<file path="src/rtl/hufd_pkg.sv">
// Shared constants, codes and controller/datapath interface types for the Huffman tree decoder.
`timescale 1ns / 1ps

package hufd_pkg;

    // Default size of the node store
    localparam int NODE_COUNT_DEF = 512;

    // Longest code that a load walks; longer lengths are cut to this
    localparam int MAX_CODE_LEN = 32;

    // Field widths
    localparam int OP_W     = 2;
    localparam int SYM_W    = 8;
    localparam int LEN_W    = 6;
    localparam int CODE_W   = 32;
    localparam int BYTE_W   = 8;
    localparam int STATUS_W = 2;

    // Bits consumed by one decode item
    localparam int BYTE_BITS = 8;

    // Operation codes
    localparam logic [OP_W-1:0] OP_CLEAR  = 2'd0;
    localparam logic [OP_W-1:0] OP_LOAD   = 2'd1;
    localparam logic [OP_W-1:0] OP_DECODE = 2'd2;

    // Result status codes
    localparam logic [STATUS_W-1:0] ST_OK      = 2'd0;
    localparam logic [STATUS_W-1:0] ST_MISSING = 2'd1;
    localparam logic [STATUS_W-1:0] ST_FULL    = 2'd2;

    // Commands from the controller to the datapath
    typedef struct packed {
        logic clr;        // write the root as a lone node, reset the node count and decode position
        logic ld_start;   // capture a load item
        logic ld_read;    // follow an existing child during a load
        logic ld_take;    // take the children of the node just read
        logic ld_link;    // allocate a new child and link it to its parent
        logic ld_init;    // write the new node as empty
        logic ld_sym;     // write the symbol into the final node
        logic ld_full;    // report a full node store
        logic dec_start;  // capture a decode item and read the position node
        logic dec_take;   // take the children of the position node
        logic dec_read;   // read the child that the current bit selects
        logic dec_miss;   // report a missing branch and go back to the root
        logic dec_eval;   // test the child for a leaf and move on
        logic flush;      // hand the held result on as the last one of the item
    } t_cmd;

    // Status from the datapath to the controller
    typedef struct packed {
        logic ld_done;        // all code bits walked
        logic ld_child_zero;  // the selected child slot is empty
        logic ld_full;        // no free node left
        logic dec_done;       // all bits of the byte consumed
        logic dec_next_zero;  // the selected child is absent
        logic dec_leaf;       // the node just read has no children
        logic pend_v;         // a result is held back
        logic out_free;       // the output register can take a result
    } t_stat;

endpackage

</file>
<file path="src/rtl/hufd_ctrl.sv">
// Controller state machine of the Huffman tree decoder.
`timescale 1ns / 1ps

module hufd_ctrl (
    input  logic                         i_clk,
    input  logic                         i_rst_n,
    input  logic                         i_valid,
    input  logic [hufd_pkg::OP_W-1:0]    i_op,
    output logic                         o_ready,
    output hufd_pkg::t_cmd               o_cmd,
    input  hufd_pkg::t_stat              i_stat
);

    import hufd_pkg::*;

    localparam logic [3:0] S_CLEAR    = 4'd0;
    localparam logic [3:0] S_IDLE     = 4'd1;
    localparam logic [3:0] S_LD_STEP  = 4'd2;
    localparam logic [3:0] S_LD_TAKE  = 4'd3;
    localparam logic [3:0] S_LD_INIT  = 4'd4;
    localparam logic [3:0] S_LD_SYM   = 4'd5;
    localparam logic [3:0] S_DEC_TAKE = 4'd6;
    localparam logic [3:0] S_DEC_STEP = 4'd7;
    localparam logic [3:0] S_DEC_EVAL = 4'd8;
    localparam logic [3:0] S_FLUSH    = 4'd9;

    logic [3:0] r_state, n_state;
    logic       accept;
    logic       can_emit;

    assign o_ready  = (r_state == S_IDLE);
    assign accept   = i_valid && o_ready;
    assign can_emit = !i_stat.pend_v || i_stat.out_free;

    // Next state and commands
    always_comb begin
        n_state = r_state;
        o_cmd   = '0;
        case (r_state)
            S_CLEAR: begin
                o_cmd.clr = 1'b1;
                n_state   = S_IDLE;
            end
            S_IDLE: begin
                if (accept) begin
                    case (i_op)
                        OP_CLEAR: begin
                            n_state = S_CLEAR;
                        end
                        OP_LOAD: begin
                            o_cmd.ld_start = 1'b1;
                            n_state        = S_LD_STEP;
                        end
                        OP_DECODE: begin
                            o_cmd.dec_start = 1'b1;
                            n_state         = S_DEC_TAKE;
                        end
                        default: begin
                            n_state = S_IDLE;
                        end
                    endcase
                end
            end
            S_LD_STEP: begin
                if (i_stat.ld_done) begin
                    n_state = S_LD_SYM;
                end else if (i_stat.ld_child_zero) begin
                    if (i_stat.ld_full) begin
                        o_cmd.ld_full = 1'b1;
                        n_state       = S_FLUSH;
                    end else begin
                        o_cmd.ld_link = 1'b1;
                        n_state       = S_LD_INIT;
                    end
                end else begin
                    o_cmd.ld_read = 1'b1;
                    n_state       = S_LD_TAKE;
                end
            end
            S_LD_TAKE: begin
                o_cmd.ld_take = 1'b1;
                n_state       = S_LD_STEP;
            end
            S_LD_INIT: begin
                o_cmd.ld_init = 1'b1;
                n_state       = S_LD_STEP;
            end
            S_LD_SYM: begin
                o_cmd.ld_sym = 1'b1;
                n_state      = S_IDLE;
            end
            S_DEC_TAKE: begin
                o_cmd.dec_take = 1'b1;
                n_state        = S_DEC_STEP;
            end
            S_DEC_STEP: begin
                if (i_stat.dec_done) begin
                    n_state = S_FLUSH;
                end else if (i_stat.dec_next_zero) begin
                    if (can_emit) begin
                        o_cmd.dec_miss = 1'b1;
                    end
                end else begin
                    o_cmd.dec_read = 1'b1;
                    n_state        = S_DEC_EVAL;
                end
            end
            S_DEC_EVAL: begin
                if (!i_stat.dec_leaf || can_emit) begin
                    o_cmd.dec_eval = 1'b1;
                    n_state        = S_DEC_STEP;
                end
            end
            S_FLUSH: begin
                if (!i_stat.pend_v) begin
                    n_state = S_IDLE;
                end else if (i_stat.out_free) begin
                    o_cmd.flush = 1'b1;
                    n_state     = S_IDLE;
                end
            end
            default: begin
                n_state = S_CLEAR;
            end
        endcase
    end

    // State register; reset writes the root first
    always_ff @(posedge i_clk) begin
        if (!i_rst_n) begin
            r_state <= S_CLEAR;
        end else begin
            r_state <= n_state;
        end
    end

    // A new child is always written as an empty node in the next cycle
    a_link_init: assert property (@(posedge i_clk) disable iff (!i_rst_n)
        o_cmd.ld_link |=> o_cmd.ld_init)
        else $error("allocated node not initialised");

    // A decode child read is always followed by its evaluation state
    a_read_eval: assert property (@(posedge i_clk) disable iff (!i_rst_n)
        o_cmd.dec_read |=> (r_state == S_DEC_EVAL))
        else $error("decode read without evaluation");

    // The last result of an item is only handed on when the output register is free
    a_flush_room: assert property (@(posedge i_clk) disable iff (!i_rst_n)
        o_cmd.flush |-> i_stat.out_free)
        else $error("flush while the output register is full");

endmodule

</file>
<file path="config.mk">
export PLATFORM = sky130hd
export DESIGN_NAME = hufd_ctrl
export DESIGN_NICKNAME = d
export VERILOG_FILES = /design/src/rtl/hufd_pkg.sv /design/src/rtl/hufd_ctrl.sv
export SDC_FILE = /design/constraint.sdc
export NUM_CORES = 1
export LEC_CHECK = 0
export ABC_AREA = 1
export BUFFER_PORTS_ARGS = -buffer_cell sky130_fd_sc_hd__buf_2
export CORE_MARGIN = 5
export CORE_UTILIZATION = 35
export CTS_BUF_LIST = sky130_fd_sc_hd__clkbuf_16
export DETAILED_ROUTE_END_ITERATION = 10
export GPL_ROUTABILITY_DRIVEN = 0
export HOLD_SLACK_MARGIN = 0.12
export SLEW_MARGIN = 5
export SYNTH_ARGS = -nofsm -noshare
export SYNTH_HDL_FRONTEND = slang
export SYNTH_SLANG_ARGS = --single-unit
</file>
<file path="constraint.sdc">
create_clock -name i_clk -period 1.4 [get_ports i_clk]
set_clock_uncertainty 0.1 [all_clocks]
set_input_delay 0.42 -clock i_clk [delete_from_list [all_inputs] [get_ports i_clk]]
set_output_delay 0.42 -clock i_clk [all_outputs]
set_load 0.02 [all_outputs]
</file>
# [Word level (Yosys, flattened, before mapping)]
# Index checks and enable logic that the tools add are counted.
[word_totals] regBits=4 in_bits=13 out_inout_bits=15 wordCells=69
[op_classes] eq_ne=15 muxes=43 reduce_logical=10
[ops] op="$mux W4" count=9
[ops] op="$pmux W4 S8" count=1
[ops] op="$mux W1" count=30
[ops] op="$eq A4 B3 Y1 const B" count=4
[ops] op="$pmux W3 S3" count=1
[ops] op="$eq A4 B2 Y1 const B" count=2
[ops] op="$eq A4 B4 Y1 const B" count=2
[ops] op="$ne A3 B3 Y1 const B" count=2
[ops] op="$eq A4 B1 Y1 const B" count=1
[ops] op="$logic_not A4 Y1" count=1
[ops] op="$mux W2" count=2
[ops] op="$reduce_and A4 Y1" count=1
[ops] op="$reduce_or A2 Y1" count=2
[ops] op="$eq A2 B1 Y1 const B" count=1
[ops] op="$eq A2 B2 Y1 const B" count=1
[ops] op="$logic_not A1 Y1" count=2
[ops] op="$logic_not A2 Y1" count=1
[ops] op="$logic_or A1 B1 Y1" count=2
[ops] op="$ne A2 B1 Y1 const B" count=1
[ops] op="$ne A2 B2 Y1 const B" count=1
[ops] op="$logic_and A1 B1 Y1" count=1

# [Depth between registers and ports, before layout]
[depth] depth_word=6 ltp_mapped=8 ltp_nobuf=8

# [Worst setup path before layout]
# Ideal clock, no wire load.
[synth_path] kind="register to output" startpoint="register r_state[2]" endpoint="output port o_cmd[5] in the netlist's numbering" arrival_ps=1141 setup_slack_ps=-261 path_stages_with_launch=6 path_buffers=0 cell_sequence="dfxtp_1 -> nor2_2 -> inv_2 -> nor2_4 -> nand2_1 -> nor2_1"
[synth_rtl] element="start: declaration" line_no="hufd_ctrl.sv:27" rtl="logic [3:0] r_state, n_state;"
[synth_rtl] element="start signal: assignment" line_no="hufd_ctrl.sv:133" rtl="r_state <= n_state;"
[synth_rtl] element="end: declaration" line_no="hufd_ctrl.sv:10" rtl="output hufd_pkg::t_cmd o_cmd,"

==> impl_summary.txt <==
----------------------------------------------------
[Power and ir drop]
  Logic pwr share ... 60.1%
  Sequential group share of total power ... 13.0%
  Clk network pwr share ... 26.9%
  Leakage power total ... 0.000691 uW
  Switching share of power ... 40.1%
  Power per cell area ... 1310 nW/um^2
  Net load switching power ... 659 uW
  IR drop worst, VDD ... 1.43 mV
  Internal power component ... 985 uW

[Drt]
  Total routed wirelength ... 2230 microns
  Number of violations reported at the end of detailed-routing iteration 0 ... 12
  Avg Vias per Cell ... 4.73
  Antenna-violating nets left ... 0
  DRT Pass-1 Iters ... 4
  Vias ... 870
  Remaining routing DRC violations ... 0
  Routed WL per cell ... 12.1 microns

[Floorplanning]
  Core Rows ... 14
  Overall die width ... 49.0 microns
  Die Span Y ... 49.0 microns
  Core Area ... 1470 sq um
  Die outline area ... 2400 sq um
  Starting Density ... 36.2%
  I/O pin count ... 28

[Logic synthesis]
  Number of warning messages in the yosys log ... 0
  Register bit count reported by yosys ... 4
  Area leader, netlist ... nand2_1
  Total nets after synthesis ... 120
  Post-synthesis sequential area ratio ... 15.0%
  Per-instance average area after synthesis ... 5.13 sq um
  Top cells by area in the synthesized netlist ... nand2_1 20%, nor2_1 15%, dfxtp_1 15%
  Share of the synthesized area in the top cell type ... 19.7%
  Synthesized cell area ... 533 sq um
  Post-Syn Instances ... 104
  Distinct cells, synth ... 15

[Clocking]
  Insertion delay to the later sink of the worst-skew pair ... 0.22 ns
  Buffer levels on the longest clock path ... 2
  Number of sinks on the clock net ... 4
  Clock buffer count from CTS ... 3
  Total of hold buffers inserted after clock tree synthesis ... 0
  H-tree depth reported by CTS ... 1
  Root buffer cell ... clkbuf_16
  TritonCTS clock tree ... done
  Clock-pin slew of the registers on the worst-case setup and hold paths ... 0.03 ns

[Timing]
  Least setup slack across all paths after layout ... -0.364 ns
  Period utilization ... 126%
  Tmin final ... 1.76 ns
  Final slew viol count ... 0
  Worst-Margin Slew ... 0.226 ns
  RSZ-0062 raised after global routing ... true
  Sum Neg Setup Slack ... -4.56 ns
  Hold violation count in the final report ... 0
  Setup-violating endpoint count in the final report ... 19
  Highest attainable clock frequency ... 0.567 GHz
  Worst slew margin relative to its limit ... 84.8%

[Finish]
  Reg with most FFs ... r_state
  Antenna diode instance count ... 0
  Largest register FFs ... 4
  Nets ... 186
  Final core utilization ... 85.5%
  Storage element area ... 95.1 sq um
  Fillcell total ... 93
  Largest registers ... r_state (4)
  Share of layout cells above drive strength 1 ... 65.5%
  Area of combinational cells with multiple inputs ... 493 sq um
  Layout area overhead ... 136%
  Finished Cell Area ... 1260 sq um

[Flow run]
  Max-Cap Viols ... 0

[Status]
  Run status ... finished, violations left
  Violations in the final reports ... setup timing

[Placement]
  Total cell area at the placement stage ... 905 sq um
  Half-perimeter wire length after detailed placement ... 1410 microns
  Count of port buffers added during placement ... 27

[Global routing]
  Initial antenna violation count ... 0
  Number of global-route vias before repair ... 814
  Overall Global Routing Usage ... 16.7%
  Global-route wire length before repair ... 3280 microns
  Global route overflow ... 0
  Maximum number of pins on one net before global-route repair ... 6

[Critical path]
  Class of the most critical setup path ... flip-flop to output pin
  CP Capture Type ... output pin
  CP startpoint ... r_state[1]
  Critical Path Fanout Max ... 4
  Data arrival time of the worst path ... 1.24 ns
  Startpoint of the lowest-slack register-to-register path ... r_state[1]
  Worst endpoint required time ... 0.88 ns
  Worst Setup Start Kind ... flip-flop

[Min path]
  Source of the worst hold timing path ... i_rst_n
  Classification of the worst-slack hold path ... primary input to flip-flop

----------------------------------------------------
-- final timing paths --
path | cells after the start | endpoint | slack, ns
max reg2reg | 11 | r_state[1] | -0.08
max | 7 | o_cmd[6] | -0.36
min | 3 | r_state[0] | 0.39
min reg2reg | 3 | r_state[1] | 0.56
-- synth_stat cells (all sizes together) --
cell   instances
and3           2
nor3           3
nand2         30
ha             3
o21ai          3
dfxtp          4
a21oi          5
inv           22
nand3          6
nor2          26
-- power by group through the flow --
stage                     clock [uW]  sequential (uW)  combinational (uW)
after detailed placement           0              187                 718
after global placement             0              184                 712
final                            442              214                 988
after CTS                        444              209                 825
after global routing             451              215                1080
after floorplan                    0              184                 423
-- cell usage in the layout, fill, tap and decap left out, types with 2 or more instances in the layout --
master     synthesis  final
o21ai_0            3      2
nand3_1            5      5
buf_4              0     34
nor2_2             3      2
nand2_2            2     16
dfxtp_4            0      4
buf_6              0     15
ha_1               3      3
and3_4             0      2
clkbuf_16          0      3
nor2_1            22     16
nor2_4             1      8
inv_1             20     12
nand2_1           28     14
buf_2              0     12
a21oi_1            5      4
inv_2              2      7
inv_4              0      3
-- kinds of logic (layout without fill, tap and decap cells) --
logic type / after synthesis / after routing / synth area share [%]
flops: 4 / 4 / 15.0
simple gates: 67 / 67 / 54.9
fa+ha+maj: 3 / 3 / 7.04
buf+inv: 22 / 86 / 15.5
compound gates: 8 / 8 / 7.51
-- final cells by class --
type / count / area share [%]
Inverter: 22 / 7.16
Clock buffer: 3 / 5.97
Tap cell: 16 / 1.59
Multi-Input combinational cell: 78 / 39.2
Sequential cell: 4 / 7.56
Timing Repair Buffer: 61 / 38.5
-- per-stage QoR --
stage / hold WS (ns) / total power (uW) / setup WS, ns / std cells
2_1_floorplan: 0.400 / 607 / -0.106 / 104
3_3_place_gp: 0.540 / 897 / -0.187 / 169
3_5_place_dp: 0.549 / 905 / -0.202 / 169
4_1_cts: 0.395 / 1480 / -0.349 / 174
5_1_grt: 0.433 / 1740 / -0.422 / 184
6_report: 0.390 / 1640 / -0.364 / 184
-- metal layers --
metal	vias up	track usage, %	wire [microns]
li1	447	-	-
met4	0	4.93	57
met5	-	0	0
met2	30	32.0	1240
met3	6	4.89	129
met1	387	17.0	807
-- worst max-delay path: stages (launching register included) --
cell and delay, ns:
dfxtp_4 0.34, inv_2 0.06, nor2_4 0.14, nand2_2 0.09, nor2_1 0.11, nand3_1 0.11, inv_2 0.07, buf_6 0.10
-- what timing repair did --
item                       CTS  global route
pin swaps                    8            11
buffers inserted             3            10
setup endpoints to repair   19            19
resized for setup           45            25
Power figures use the tool's default switching activity.
